`src/hdl/sdp_pkg.sv`:
```
`default_nettype none
// ----------------------------------------------------------------------------
// Segment descriptor pool package
// Shared widths, codes and types for the segment descriptor pool.
// ----------------------------------------------------------------------------
package sdp_pkg;

    localparam int unsigned POOL_ENTRIES_DEF = 32;

    localparam int unsigned ACTION_W = 2;
    localparam int unsigned BASE_W   = 24;
    localparam int unsigned SIZE_W   = 17;
    localparam int unsigned LIMIT_W  = 16;
    localparam int unsigned ENTRY_W  = 5;
    localparam int unsigned STATUS_W = 2;

    localparam int unsigned QUEUE_DEPTH = 2;
    localparam int unsigned QPTR_W      = $clog2(QUEUE_DEPTH);
    localparam int unsigned QCNT_W      = $clog2(QUEUE_DEPTH + 1);

    localparam logic [ACTION_W-1:0] ACT_MAP   = 2'd0;
    localparam logic [ACTION_W-1:0] ACT_UNMAP = 2'd1;
    localparam logic [ACTION_W-1:0] ACT_QUERY = 2'd2;

    localparam logic [STATUS_W-1:0] ST_OK      = 2'd0;
    localparam logic [STATUS_W-1:0] ST_EMPTY   = 2'd1;
    localparam logic [STATUS_W-1:0] ST_INVALID = 2'd2;

    typedef enum logic [1:0] {
        OP_MAP,
        OP_UNMAP,
        OP_QUERY,
        OP_BAD
    } t_op;

    typedef enum logic [1:0] {
        BS_IDLE,
        BS_EXEC,
        BS_READ
    } t_bstate;

    typedef struct packed {
        t_op                op;
        logic [BASE_W-1:0]  base;
        logic [LIMIT_W-1:0] limit;
        logic [ENTRY_W-1:0] entry;
    } t_cmd;

    typedef struct packed {
        logic valid;
        t_cmd cmd;
    } t_qreq;

    typedef struct packed {
        logic [BASE_W-1:0]  base;
        logic [LIMIT_W-1:0] limit;
    } t_desc;

endpackage
`default_nettype wire

```
`src/hdl/segment_descriptor_pool_top.sv`:
```
`default_nettype none
// ----------------------------------------------------------------------------
// Segment descriptor pool
// Lowest-free-entry allocator over a pool of segment descriptors.
// Throughput: one map or unmap per cycle while the output is not stalled; a
// query takes an extra read state, set by the registered read port of the
// descriptor memory.
// Reset clears the in-use bitmap, the hint, the queue and the output valid
// flag; the descriptor memory and the output data registers are not cleared.
// ----------------------------------------------------------------------------
module segment_descriptor_pool_top #(
    parameter int unsigned POOL_ENTRIES = sdp_pkg::POOL_ENTRIES_DEF
) (
    input  wire logic                          i_clk,
    input  wire logic                          i_rst_n,
    input  wire logic                          i_in_valid,
    output logic                               o_in_stall,
    input  wire logic [sdp_pkg::ACTION_W-1:0]  i_action,
    input  wire logic [sdp_pkg::BASE_W-1:0]    i_phys_base,
    input  wire logic [sdp_pkg::SIZE_W-1:0]    i_byte_size,
    input  wire logic [sdp_pkg::ENTRY_W-1:0]   i_entry_in,
    output logic                               o_out_valid,
    input  wire logic                          i_out_stall,
    output logic [sdp_pkg::STATUS_W-1:0]       o_status,
    output logic [sdp_pkg::ENTRY_W-1:0]        o_entry_out,
    output logic [sdp_pkg::BASE_W-1:0]         o_base_out,
    output logic [sdp_pkg::LIMIT_W-1:0]        o_limit_out
);
    import sdp_pkg::*;

    t_qreq w_qreq;
    logic  w_q_pop;

    sdp_front #(
        .POOL_ENTRIES(POOL_ENTRIES)
    ) u_front (
        .i_clk       (i_clk),
        .i_rst_n     (i_rst_n),
        .i_in_valid  (i_in_valid),
        .o_in_stall  (o_in_stall),
        .i_action    (i_action),
        .i_phys_base (i_phys_base),
        .i_byte_size (i_byte_size),
        .i_entry_in  (i_entry_in),
        .o_qreq      (w_qreq),
        .i_q_pop     (w_q_pop)
    );

    sdp_back #(
        .POOL_ENTRIES(POOL_ENTRIES)
    ) u_back (
        .i_clk       (i_clk),
        .i_rst_n     (i_rst_n),
        .i_qreq      (w_qreq),
        .o_q_pop     (w_q_pop),
        .o_out_valid (o_out_valid),
        .i_out_stall (i_out_stall),
        .o_status    (o_status),
        .o_entry_out (o_entry_out),
        .o_base_out  (o_base_out),
        .o_limit_out (o_limit_out)
    );

`ifndef ASSERT_OFF
    a_invalid_zero: assert property (@(posedge i_clk) disable iff (!i_rst_n)
        (o_out_valid && (o_status == ST_INVALID)) |-> (o_base_out == '0 && o_limit_out == '0))
        else $error("invalid result carries descriptor data");

    a_empty_zero: assert property (@(posedge i_clk) disable iff (!i_rst_n)
        (o_out_valid && (o_status == ST_EMPTY))
            |-> (o_entry_out == '0 && o_base_out == '0 && o_limit_out == '0))
        else $error("pool-empty result carries nonzero fields");

    a_status_code: assert property (@(posedge i_clk) disable iff (!i_rst_n)
        o_out_valid |-> (o_status == ST_OK || o_status == ST_EMPTY || o_status == ST_INVALID))
        else $error("result status is not a defined code");

    a_reset_clear: assert property (@(posedge i_clk) disable iff (!i_rst_n)
        $past(!i_rst_n) |-> (!o_out_valid && !o_in_stall))
        else $error("output valid or input stall set right after reset");
`endif

endmodule
`default_nettype wire

```
`src/hdl/sdp_front.sv`:
```
`default_nettype none
// ----------------------------------------------------------------------------
// Segment descriptor pool front end
// Accepts request words, classifies them and holds them in a short queue.
// ----------------------------------------------------------------------------
module sdp_front #(
    parameter int unsigned POOL_ENTRIES = sdp_pkg::POOL_ENTRIES_DEF
) (
    input  wire logic                          i_clk,
    input  wire logic                          i_rst_n,
    input  wire logic                          i_in_valid,
    output logic                               o_in_stall,
    input  wire logic [sdp_pkg::ACTION_W-1:0]  i_action,
    input  wire logic [sdp_pkg::BASE_W-1:0]    i_phys_base,
    input  wire logic [sdp_pkg::SIZE_W-1:0]    i_byte_size,
    input  wire logic [sdp_pkg::ENTRY_W-1:0]   i_entry_in,
    output sdp_pkg::t_qreq                     o_qreq,
    input  wire logic                          i_q_pop
);
    import sdp_pkg::*;

    t_cmd              r_queue [QUEUE_DEPTH];
    logic [QPTR_W-1:0] r_wr_ptr;
    logic [QPTR_W-1:0] r_rd_ptr;
    logic [QCNT_W-1:0] r_count;
    logic [QPTR_W-1:0] n_wr_ptr;
    logic [QPTR_W-1:0] n_rd_ptr;
    logic [QCNT_W-1:0] n_count;
    t_cmd              w_cmd;
    logic              w_push;
    logic              w_out_of_range;

    assign o_in_stall = (r_count == QCNT_W'(QUEUE_DEPTH));
    assign w_push     = i_in_valid && !o_in_stall;

    assign w_out_of_range = (32'(i_entry_in) >= 32'(POOL_ENTRIES));

    always_comb begin
        w_cmd.base  = i_phys_base;
        w_cmd.limit = LIMIT_W'(i_byte_size - SIZE_W'(1));
        w_cmd.entry = i_entry_in;
        if (i_action == ACT_MAP) begin
            w_cmd.op = OP_MAP;
        end else if (w_out_of_range) begin
            w_cmd.op = OP_BAD;
        end else if (i_action == ACT_UNMAP) begin
            w_cmd.op = OP_UNMAP;
        end else if (i_action == ACT_QUERY) begin
            w_cmd.op = OP_QUERY;
        end else begin
            w_cmd.op = OP_BAD;
        end
    end

    always_comb begin
        n_wr_ptr = r_wr_ptr;
        n_rd_ptr = r_rd_ptr;
        n_count  = r_count;
        if (w_push) begin
            n_wr_ptr = (r_wr_ptr == QPTR_W'(QUEUE_DEPTH - 1)) ? '0 : r_wr_ptr + QPTR_W'(1);
        end
        if (i_q_pop) begin
            n_rd_ptr = (r_rd_ptr == QPTR_W'(QUEUE_DEPTH - 1)) ? '0 : r_rd_ptr + QPTR_W'(1);
        end
        if (w_push && !i_q_pop) begin
            n_count = r_count + QCNT_W'(1);
        end else if (!w_push && i_q_pop) begin
            n_count = r_count - QCNT_W'(1);
        end
    end

    always_ff @(posedge i_clk) begin
        if (!i_rst_n) begin
            r_wr_ptr <= '0;
            r_rd_ptr <= '0;
            r_count  <= '0;
        end else begin
            r_wr_ptr <= n_wr_ptr;
            r_rd_ptr <= n_rd_ptr;
            r_count  <= n_count;
        end
    end

    always_ff @(posedge i_clk) begin
        if (w_push) begin
            r_queue[r_wr_ptr] <= w_cmd;
        end
    end

    assign o_qreq.valid = (r_count != '0);
    assign o_qreq.cmd   = r_queue[r_rd_ptr];

endmodule
`default_nettype wire

```
`src/hdl/sdp_back.sv`:
```
`default_nettype none
// ----------------------------------------------------------------------------
// Segment descriptor pool back end
// Executes map, unmap and query words against the bitmap and descriptor memory.
// ----------------------------------------------------------------------------
module sdp_back #(
    parameter int unsigned POOL_ENTRIES = sdp_pkg::POOL_ENTRIES_DEF
) (
    input  wire logic                          i_clk,
    input  wire logic                          i_rst_n,
    input  wire sdp_pkg::t_qreq                i_qreq,
    output logic                               o_q_pop,
    output logic                               o_out_valid,
    input  wire logic                          i_out_stall,
    output logic [sdp_pkg::STATUS_W-1:0]       o_status,
    output logic [sdp_pkg::ENTRY_W-1:0]        o_entry_out,
    output logic [sdp_pkg::BASE_W-1:0]         o_base_out,
    output logic [sdp_pkg::LIMIT_W-1:0]        o_limit_out
);
    import sdp_pkg::*;

    localparam int unsigned IDX_W  = (POOL_ENTRIES > 1) ? $clog2(POOL_ENTRIES) : 1;
    localparam int unsigned HINT_W = $clog2(POOL_ENTRIES + 1);

    t_bstate                r_state;
    t_bstate                n_state;
    t_cmd                   r_cmd;
    logic [POOL_ENTRIES-1:0] r_in_use;
    logic [POOL_ENTRIES-1:0] n_in_use;
    logic [HINT_W-1:0]      r_hint;
    logic [HINT_W-1:0]      n_hint;
    t_desc                  r_mem [POOL_ENTRIES];
    t_desc                  r_rd_data;

    logic                   r_out_valid;
    logic [STATUS_W-1:0]    r_out_status;
    logic [ENTRY_W-1:0]     r_out_entry;
    logic [BASE_W-1:0]      r_out_base;
    logic [LIMIT_W-1:0]     r_out_limit;

    logic [POOL_ENTRIES-1:0] w_free;
    logic                   w_found;
    logic [IDX_W-1:0]       w_found_idx;
    logic [IDX_W-1:0]       w_cmd_idx;
    logic                   w_out_free;
    logic                   w_done;
    logic                   w_res_load;
    logic                   w_mem_we;
    logic                   w_mem_re;
    logic [STATUS_W-1:0]    w_res_status;
    logic [ENTRY_W-1:0]     w_res_entry;
    logic [BASE_W-1:0]      w_res_base;
    logic [LIMIT_W-1:0]     w_res_limit;

    assign w_cmd_idx  = IDX_W'(r_cmd.entry);
    assign w_out_free = !r_out_valid || !i_out_stall;

    always_comb begin
        for (int i = 0; i < POOL_ENTRIES; i++) begin
            w_free[i] = !r_in_use[i] && (HINT_W'(i) >= r_hint);
        end
    end

    always_comb begin
        w_found     = 1'b0;
        w_found_idx = '0;
        for (int i = POOL_ENTRIES - 1; i >= 0; i--) begin
            if (w_free[i]) begin
                w_found     = 1'b1;
                w_found_idx = IDX_W'(i);
            end
        end
    end

    always_comb begin
        n_state      = r_state;
        n_in_use     = r_in_use;
        n_hint       = r_hint;
        o_q_pop      = 1'b0;
        w_done       = 1'b0;
        w_res_load   = 1'b0;
        w_mem_we     = 1'b0;
        w_mem_re     = 1'b0;
        w_res_status = ST_OK;
        w_res_entry  = r_cmd.entry;
        w_res_base   = '0;
        w_res_limit  = '0;
        case (r_state)
            BS_IDLE: begin
                if (i_qreq.valid) begin
                    o_q_pop = 1'b1;
                    n_state = BS_EXEC;
                end
            end
            BS_EXEC: begin
                if (r_cmd.op == OP_QUERY) begin
                    w_mem_re = 1'b1;
                    n_state  = BS_READ;
                end else if (w_out_free) begin
                    w_res_load = 1'b1;
                    w_done     = 1'b1;
                    case (r_cmd.op)
                        OP_MAP: begin
                            if (w_found) begin
                                w_mem_we              = 1'b1;
                                n_in_use[w_found_idx] = 1'b1;
                                n_hint      = HINT_W'(w_found_idx) + HINT_W'(1);
                                w_res_entry = ENTRY_W'(w_found_idx);
                                w_res_base  = r_cmd.base;
                                w_res_limit = r_cmd.limit;
                            end else begin
                                w_res_status = ST_EMPTY;
                                w_res_entry  = '0;
                            end
                        end
                        OP_UNMAP: begin
                            n_in_use[w_cmd_idx] = 1'b0;
                            if (r_hint > HINT_W'(w_cmd_idx)) begin
                                n_hint = HINT_W'(w_cmd_idx);
                            end
                        end
                        default: begin
                            w_res_status = ST_INVALID;
                        end
                    endcase
                end
            end
            BS_READ: begin
                if (w_out_free) begin
                    w_res_load  = 1'b1;
                    w_done      = 1'b1;
                    w_res_base  = r_rd_data.base;
                    w_res_limit = r_rd_data.limit;
                end
            end
            default: begin
                n_state = BS_IDLE;
            end
        endcase
        if (w_done) begin
            if (i_qreq.valid) begin
                o_q_pop = 1'b1;
                n_state = BS_EXEC;
            end else begin
                n_state = BS_IDLE;
            end
        end
    end

    always_ff @(posedge i_clk) begin
        if (!i_rst_n) begin
            r_state     <= BS_IDLE;
            r_in_use    <= '0;
            r_hint      <= '0;
            r_out_valid <= 1'b0;
        end else begin
            r_state  <= n_state;
            r_in_use <= n_in_use;
            r_hint   <= n_hint;
            if (w_res_load) begin
                r_out_valid <= 1'b1;
            end else if (!i_out_stall) begin
                r_out_valid <= 1'b0;
            end
        end
    end

    always_ff @(posedge i_clk) begin
        if (o_q_pop) begin
            r_cmd <= i_qreq.cmd;
        end
        if (w_res_load) begin
            r_out_status <= w_res_status;
            r_out_entry  <= w_res_entry;
            r_out_base   <= w_res_base;
            r_out_limit  <= w_res_limit;
        end
    end

    always_ff @(posedge i_clk) begin
        if (w_mem_we) begin
            r_mem[w_found_idx] <= '{base: r_cmd.base, limit: r_cmd.limit};
        end
        if (w_mem_re) begin
            r_rd_data <= r_mem[w_cmd_idx];
        end
    end

    assign o_out_valid = r_out_valid;
    assign o_status    = r_out_status;
    assign o_entry_out = r_out_entry;
    assign o_base_out  = r_out_base;
    assign o_limit_out = r_out_limit;

endmodule
`default_nettype wire

```
`config.mk`:
```
export PLATFORM = sky130hd
export DESIGN_NAME = segment_descriptor_pool_top
export DESIGN_NICKNAME = d
export VERILOG_FILES = /design/src/hdl/sdp_pkg.sv /design/src/hdl/segment_descriptor_pool_top.sv /design/src/hdl/sdp_front.sv /design/src/hdl/sdp_back.sv
export SDC_FILE = /design/constraint.sdc
export NUM_CORES = 2
export LEC_CHECK = 0
export BUFFER_PORTS_ARGS = -buffer_cell sky130_fd_sc_hd__buf_2
export CAP_MARGIN = 20
export CORE_MARGIN = 2
export CORE_UTILIZATION = 55
export DETAILED_ROUTE_END_ITERATION = 8
export GPL_TIMING_DRIVEN = 0
export PLACE_DENSITY = 0.8
export REMOVE_ABC_BUFFERS = 1
export SYNTH_ARGS = -nofsm -noshare
export SYNTH_HDL_FRONTEND = slang
export SYNTH_SLANG_ARGS = --single-unit
```
`constraint.sdc`:
```
create_clock -name i_clk -period 6.2 [get_ports i_clk]
set_clock_uncertainty 0.1 [all_clocks]
set_input_delay 0.31 -clock i_clk [delete_from_list [all_inputs] [get_ports i_clk]]
set_output_delay 0.31 -clock i_clk [all_outputs]
set_load 0.03 [all_outputs]
```
[After elaboration in Yosys (flattened, before gate mapping)]
Memories as Yosys holds them, arrays and structs flattened. A register that Yosys moved wholly into a read port is not among the register bits.
Index checks and enable logic that the tools add are counted.
Storage, ports and cells
  output and inout port bits: 49
  bits in registers: 92
  logic and storage cells: 284
  memory bits (writable): 1374
  bits of input ports: 52
  memories kept: 2
Cells by class
  reductions and logical operators: 85
  $lt $le $gt $ge: 37
  bitwise gates (word level): 6
  multiplexer cells: 124
  add/subtract/negate cells: 6
  equal/unequal tests: 13
Memories
  u_back.r_mem: depth 32, bits a word 40, read ports 1, clocked after Yosys merged registers in 1, write ports 1, RTL line sdp_back.sv:32  | t_desc r_mem [POOL_ENTRIES];
  u_front.r_queue: depth 2, bits a word 47, read ports 1, clocked after Yosys merged registers in 1, write ports 1, RTL line sdp_front.sv:22  | t_cmd r_queue [QUEUE_DEPTH];
Operators by type and width (number)
  5-bit 2-to-1 mux: 37
  24-bit 2-to-1 mux: 5
  5-bit by 6-bit >= comparator with 1-bit output, first input constant: 16
  16-bit 2-to-1 mux: 5
  32-bit one-hot mux with 2 select lines: 1
  1-bit 2-to-1 mux: 58
  4-bit by 6-bit >= comparator with 1-bit output, first input constant: 8
  24-bit one-hot mux with 2 select lines: 1
  1-bit logical AND: 37
  1-bit logical NOT: 37
  32-bit AND: 1
  32-bit 2-to-1 mux: 1
  32-bit NOT: 1
  32-bit OR: 1
  16-bit one-hot mux with 2 select lines: 1
  3-bit by 6-bit >= comparator with 1-bit output, first input constant: 4
  16-bit by 1-bit subtractor with 16-bit output, second input constant: 1
  2-bit 2-to-1 mux: 7
  1-bit by 6-bit >= comparator with 1-bit output, first input constant: 2
  2-bit by 6-bit >= comparator with 1-bit output, first input constant: 2
  5-bit by 6-bit less-than comparator with 1-bit output, second input constant: 2
  6-bit 2-to-1 mux: 2
  6-bit one-hot mux with 2 select lines: 1
  1-bit demux with 5-bit select: 2
  other kinds (21): 38

[Logic depth before layout (Yosys ltp)]
  depth in word-level cells: 41
  mapped depth: 16
  depth with buffers taken out: 13

[Hierarchy]
A second synthesis with hierarchy kept.
Second synthesis, totals
  cell total of the unflattened synthesis: 2841
  area total of the unflattened synthesis: 59453.3 µm²
Modules (own cells, without submodules)
  sdp_back: cells each 2629, area an instance 55525.8 µm², sequential area each 43281.5 µm², times used 1
  sdp_front: cells each 212, area an instance 3927.5 µm², sequential area each 2922.8 µm², times used 1

[Least setup slack after synthesis]
Ideal clock, no wire load.
  path kind: register to register
  start: reg u_back.r_state[1]
  end: reg u_front.r_count[1]
  cell stages (with the launch flop): 11
  setup time: 0.070 ns
  clock period less this slack: 5.253 ns
  buffers on the path: 0
  data arrival time: 5.083 ns
  slack: 0.947 ns
  required time: 6.030 ns
  cell sequence: dfxtp_1 -> inv_1 -> ha_1 -> a21boi_0 -> o211a_1 -> nor2_1 -> nor2_1 -> inv_1 -> ha_1 -> or3_1 -> a21oi_1
Between the ends
  elaborated cells between the ends (all ways): 12
  classes of those cells: eq/ne: 2; mux: 5; reduce/logical: 5
RTL lines
  start, declared: RTL line sdp_back.sv:25  | t_bstate r_state;
  start signal, assigned: RTL line sdp_back.sv:157  | r_state <= n_state;
  2-bit == test or 2-bit by 1-bit == test with 1-bit output (tied branches): RTL line sdp_back.sv:88  | case (r_state)
  1-bit one-hot mux with 2 select lines *: RTL line sdp_back.sv:88
  named net u_back.w_done: RTL line sdp_back.sv:46  | logic w_done;
  1-bit 2-to-1 mux *: RTL line sdp_back.sv:140  | if (w_done) begin
  named net u_back.o_q_pop: RTL line sdp_back.sv:12  | output logic o_q_pop,
  1-bit logical NOT: RTL line sdp_front.sv:65  | if (w_push && !i_q_pop) begin
  1-bit logical AND: RTL line sdp_front.sv:65
  2-bit 2-to-1 mux or 2-bit nonzero test (tied branches)
  end signal, assigned: RTL line sdp_front.sv:80  | r_count <= n_count;
  end, declared: RTL line sdp_front.sv:25  | logic [QCNT_W-1:0] r_count;
The timed path passes the listed nets; every way through them passes the cells marked *.
A chain may end at the register's enable or synchronous reset.

[Worst setup path in the final report]
  start: reg u_back.r_hint[2]
  end: mem u_back.r_mem[7][27] (netlist bit), enable pin
Between the ends
  cells in the longest elaborated chain, start to end: 41
  elaborated cells between the ends (all ways): 135
  classes of those cells: order compare: 32; mux: 71; reduce/logical: 32
Ends and longest elaborated chain
  start, declared: RTL line sdp_back.sv:30  | logic [HINT_W-1:0] r_hint;
  start signal, assigned: RTL line sdp_back.sv:159  | r_hint <= n_hint;
  5-bit by 6-bit >= comparator with 1-bit output: RTL line sdp_back.sv:60  | w_free[i] = !r_in_use[i] && (HINT_W'(i) >= r_hint);
  1-bit logical AND: RTL line sdp_back.sv:60
  1-bit 2-to-1 mux (32 in series): RTL line sdp_back.sv:68  | if (w_free[i]) begin
  1-bit 2-to-1 mux: RTL line sdp_back.sv:104  | if (w_found) begin
  1-bit 2-to-1 mux: RTL line sdp_back.sv:102  | case (r_cmd.op)
  1-bit 2-to-1 mux: RTL line sdp_back.sv:99  | end else if (w_out_free) begin
  1-bit 2-to-1 mux: RTL line sdp_back.sv:96  | if (r_cmd.op == OP_QUERY) begin
  1-bit 2-to-1 mux: RTL line sdp_back.sv:88
  1-bit 2-to-1 mux: RTL line sdp_back.sv:181  | if (w_mem_we) begin
  1-bit 2-to-1 mux (implied by the code): RTL line sdp_back.sv:182  | r_mem[w_found_idx] <= '{base: r_cmd.base, limit: r_cmd.limit};
  end, declared: RTL line sdp_back.sv:32
Parallel ways exist; a longest one is shown, timed or not.

==> impl_metrics.csv <==
group,metric,value,unit
logic_synthesis,netlist_area,59590,µm²
global_routing,overflow,0,
clock_tree,cts_setup_buffers,0,
timing,setup_viol,0,
route,firstDrtPassIters,6,
die,core-area,107200,µm²
worst_setup_path,worstSetupStartpoint,"u_back.r_hint[2]$_SDFFE_PN0P_",
timing,layout_worst_path_cycle_share,0.8464,
clock_tree,cts_tree,"done",
worst_setup_path,crit_fanout,40,
global_routing,grt_start_max_net_pins,41,
clock_tree,clock-root-buffer,"clkbuf_16",
clock_tree,htreeDepth,4,
status,status,"complete, no violations",
logic_synthesis,yosysMostFrequentCell,"edfxtp_1",
clock_tree,clock_latency,760,ps
die,fp.dieW,333.2,µm
place,dpl.hpwl,89630,µm
die,dieArea,111000,µm²
logic_synthesis,syn_avg_cell_area,20.95,µm²
worst_setup_path,crit_path_end,"u_back.r_mem[7][27]$_DFFE_PP_",
power_and_ir_drop,leakage,0.02191,µW
route,drtIter0Drc,5280,
timing,finalHoldViolCount,0,
layout,area_delta_synth_final,16.07,%
layout,final_layout_size_suffix_gt1_frac,0.2708,
logic_synthesis,synth_top_area_share,0.7599,
timing,fmax,190.6,MHz
route,drtAntennaViolNets,0,
route,wire_per_inst,36.99,µm
timing,rsz0062_at_grt,"false",
worst_setup_path,cp.required,6460,ps
clock_tree,clockBufferDepth,3,
worst_setup_path,timing_worst_setup_path_type,"flop to flop",
route,route.detailed.drc,0,
die,initial_core_util,0.5559,
flow_run,maxCapViolCount,0,
timing,period_minus_slack,5248,ps
worst_setup_path,r2r_start,"u_back.r_hint[2]$_SDFFE_PN0P_",
die,rows,120,
power_and_ir_drop,ir_drop,0.2573,mV
worst_setup_path,reg2reg_to,"u_back.r_mem[7][27]$_DFFE_PP_",
global_routing,antenna_found_initial,1,
global_routing,grt_pass1_vias,33308,
die,fp.dieH,333.2,µm
clock_tree,path_clk_slew,70,ps
logic_synthesis,yosysWarnings,0,
power_and_ir_drop,p_per_area,425.0,nW/µm²
logic_synthesis,synth_area_leaders,"edfxtp_1, mux4_2, a22oi_1, dfxtp_1, mux2_2",
worst_setup_path,reg2reg_slack,950,ps
worst_setup_path,critPathSlowestCell,"inv_4",
timing,fin_setup_tns,0,ps
place,placed_cells,4309,
worst_setup_path,cp-end-kind,"flop",
route,wirelength,171500,µm
clock_tree,cts-resized-gates,0,
logic_synthesis,yosysUniqueCellTypes,84,
worst_setup_path,worst_setup_path_start_kind,"flop",
layout,nNetsFinal,3183,
layout,final_cells,4636,
power_and_ir_drop,total_power,29390,µW
clock_tree,cts_buffers,148,
timing,tightestPinTransition,1090,ps
logic_synthesis,synthTopCellsByCount,"edfxtp_1, mux4_2, a22oi_1, clkbuf_1, a21oi_1",
global_routing,grt_use_total,0.3111,
worst_setup_path,worstPathArrival,5510,ps
logic_synthesis,synth_top_area_cell,"edfxtp_1",
global_routing,grt_pass1_wl,241900,µm
logic_synthesis,ys_async_sr_fraction,0,
worst_setup_path,slowest_delay,750,ps
route,via_per_inst,7.062,
worst_setup_path,r2r_cells,11,
min_path,hold_class,"input port to flop",
route,vias,32740,
timing,slew_headroom,0.2732,
logic_synthesis,ys_seq_area_frac,0.7750,
worst_setup_path,cp_cell_sequence,"buf_8 -> o2111a_1 -> a2bb2oi_1 -> nor3b_1 -> o211ai_1 -> a22oi_1 -> nor2_1 -> a221oi_1 -> ha_1 -> nand3_1 -> inv_4",
logic_synthesis,ys_seq_elements,1553,
clock_tree,cts.sinks,1553,
logic_synthesis,ys.flop_type,"edfxtp_1",
place,portBuffers,99,
logic_synthesis,synth_edf_count,1508,
logic_synthesis,synthCells,2844,
die,ios,101,
timing,final_max_slew_viol_count,0,
place,gp_congestion,0.9186,
## layer usage
metal,vias to the layer above,share of wire,track usage
met1,16725,0.33,0.3911
li1,12533,-,-
met5,-,0,0
met3,638,0.11,0.06535
met2,2844,0.49,0.5080
met4,0,0.064,0.1768
## sequential cells by signal, summed over array words and instances (netlist names)
| signal | count |
|---|---|
| u_back.r_rd_data | 40 |
| u_front.r_count | 2 |
| u_back.o_out_valid | 1 |
| u_back.r_cmd | 42 |
| u_back.o_limit_out | 16 |
| u_back.w_cmd_idx | 5 |
| u_back.o_entry_out | 5 |
| u_back.o_base_out | 24 |
| u_back.r_mem | 1280 |
| u_front.r_rd_ptr | 1 |
| u_front.r_wr_ptr | 1 |
| u_back.r_in_use | 32 |
| u_back.o_status | 2 |
| u_back.r_state | 2 |
| u_back.r_hint | 6 |
| u_front.r_queue | 94 |
## worst min-delay path by stage
stage                                startpoint                                to  slack [ps]  cells past startpoint
2_1_floorplan                     i_entry_in[0]   u_front.r_queue[0][0]$_DFFE_PP_         310                      0
3_3_place_gp     u_back.r_state[1]$_SDFFE_PN0P_    u_back.r_state[1]$_SDFFE_PN0P_         370                      2
3_5_place_dp   u_back.r_in_use[20]$_SDFFE_PN0P_  u_back.r_in_use[20]$_SDFFE_PN0P_         380                      2
4_1_cts                          i_phys_base[1]  u_front.r_queue[0][22]$_DFFE_PP_         140                      2
5_1_grt                         i_phys_base[20]  u_front.r_queue[1][41]$_DFFE_PP_         150                      2
6_report                         i_phys_base[1]  u_front.r_queue[1][22]$_DFFE_PP_         180                      2
## layout by cell type, fill, tap and decap left out, types with 44 or more instances in the layout
master | netlist | routed
dlygate4sd3_1 | 0 | 56
dfxtp_1 | 45 | 44
mux2_2 | 47 | 47
buf_2 | 12 | 99
a21oi_1 | 64 | 64
buf_16 | 0 | 70
edfxtp_1 | 1508 | 1508
clkbuf_16 | 0 | 150
mux4_2 | 320 | 320
a22oi_1 | 202 | 202
## timing repair
action / 4_1_cts / 5_1_grt
hold buffers: 56 / 0
endpoints found under the setup margin: 0 / 0
hold endpoints to repair: 100 / 0
## critical path, delay by kind of cell, from the launching register on
| kind | cells | cell delay [ps] |
|---|---|---|
| buffers and inverters | 2 | 1000 |
| flip-flops | 1 | 690 |
| adder cells (fa/ha/maj) | 1 | 730 |
| AND/OR/NAND/NOR | 3 | 600 |
| AO/OA/AOI/OAI | 5 | 1590 |
## area by class of cell
type                            instances  area [µm²]
Sequential cell                      1553       46190
Fill cell                            6655       38040
Multi-Input combinational cell       1071       12530
Clock buffer                          185        3925
Timing Repair Buffer                  287        3777
Tap cell                             1403        1755
Clock inverter                         79       690.7
Inverter                               56       290.3
Antenna cell                            2       5.005
## kinds of logic (layout without fill, tap and decap cells)
| group | count (synthesis) | in the layout | synth area share |
|---|---|---|---|
| flops | 1553 | 1553 | 0.7750 |
| xor+xnor | 18 | 18 | 0.002646 |
| mux | 367 | 367 | 0.1298 |
| simple gates | 267 | 267 | 0.02505 |
| buf+inv | 220 | 607 | 0.01598 |
| other cells | 0 | 2 | 0 |
| compound gates | 404 | 404 | 0.04836 |
| fa+ha+maj | 15 | 15 | 0.003108 |
## power breakdown
group / internal [µW] / switching, µW / leakage [µW] / total (µW)
registers: 13100 / 1070 / 0.0140 / 14200
clock network: 4890 / 3920 / 0.00226 / 8810
logic: 2980 / 3410 / 0.00566 / 6390
## through the flow
stage	area, µm²	util	worst slack, ps	hold WS, ps
global placement	61100	0.5699	-16360	367.1
CTS	69030	0.6440	830.2	135.9
detailed placement	63860	0.5957	930.8	375.4
global route	69160	0.6451	800.5	154.9
finish	69160	0.6452	952.3	175.8
floorplan	58850	-	-9021	308.9
(Power assumes the default switching activity.)
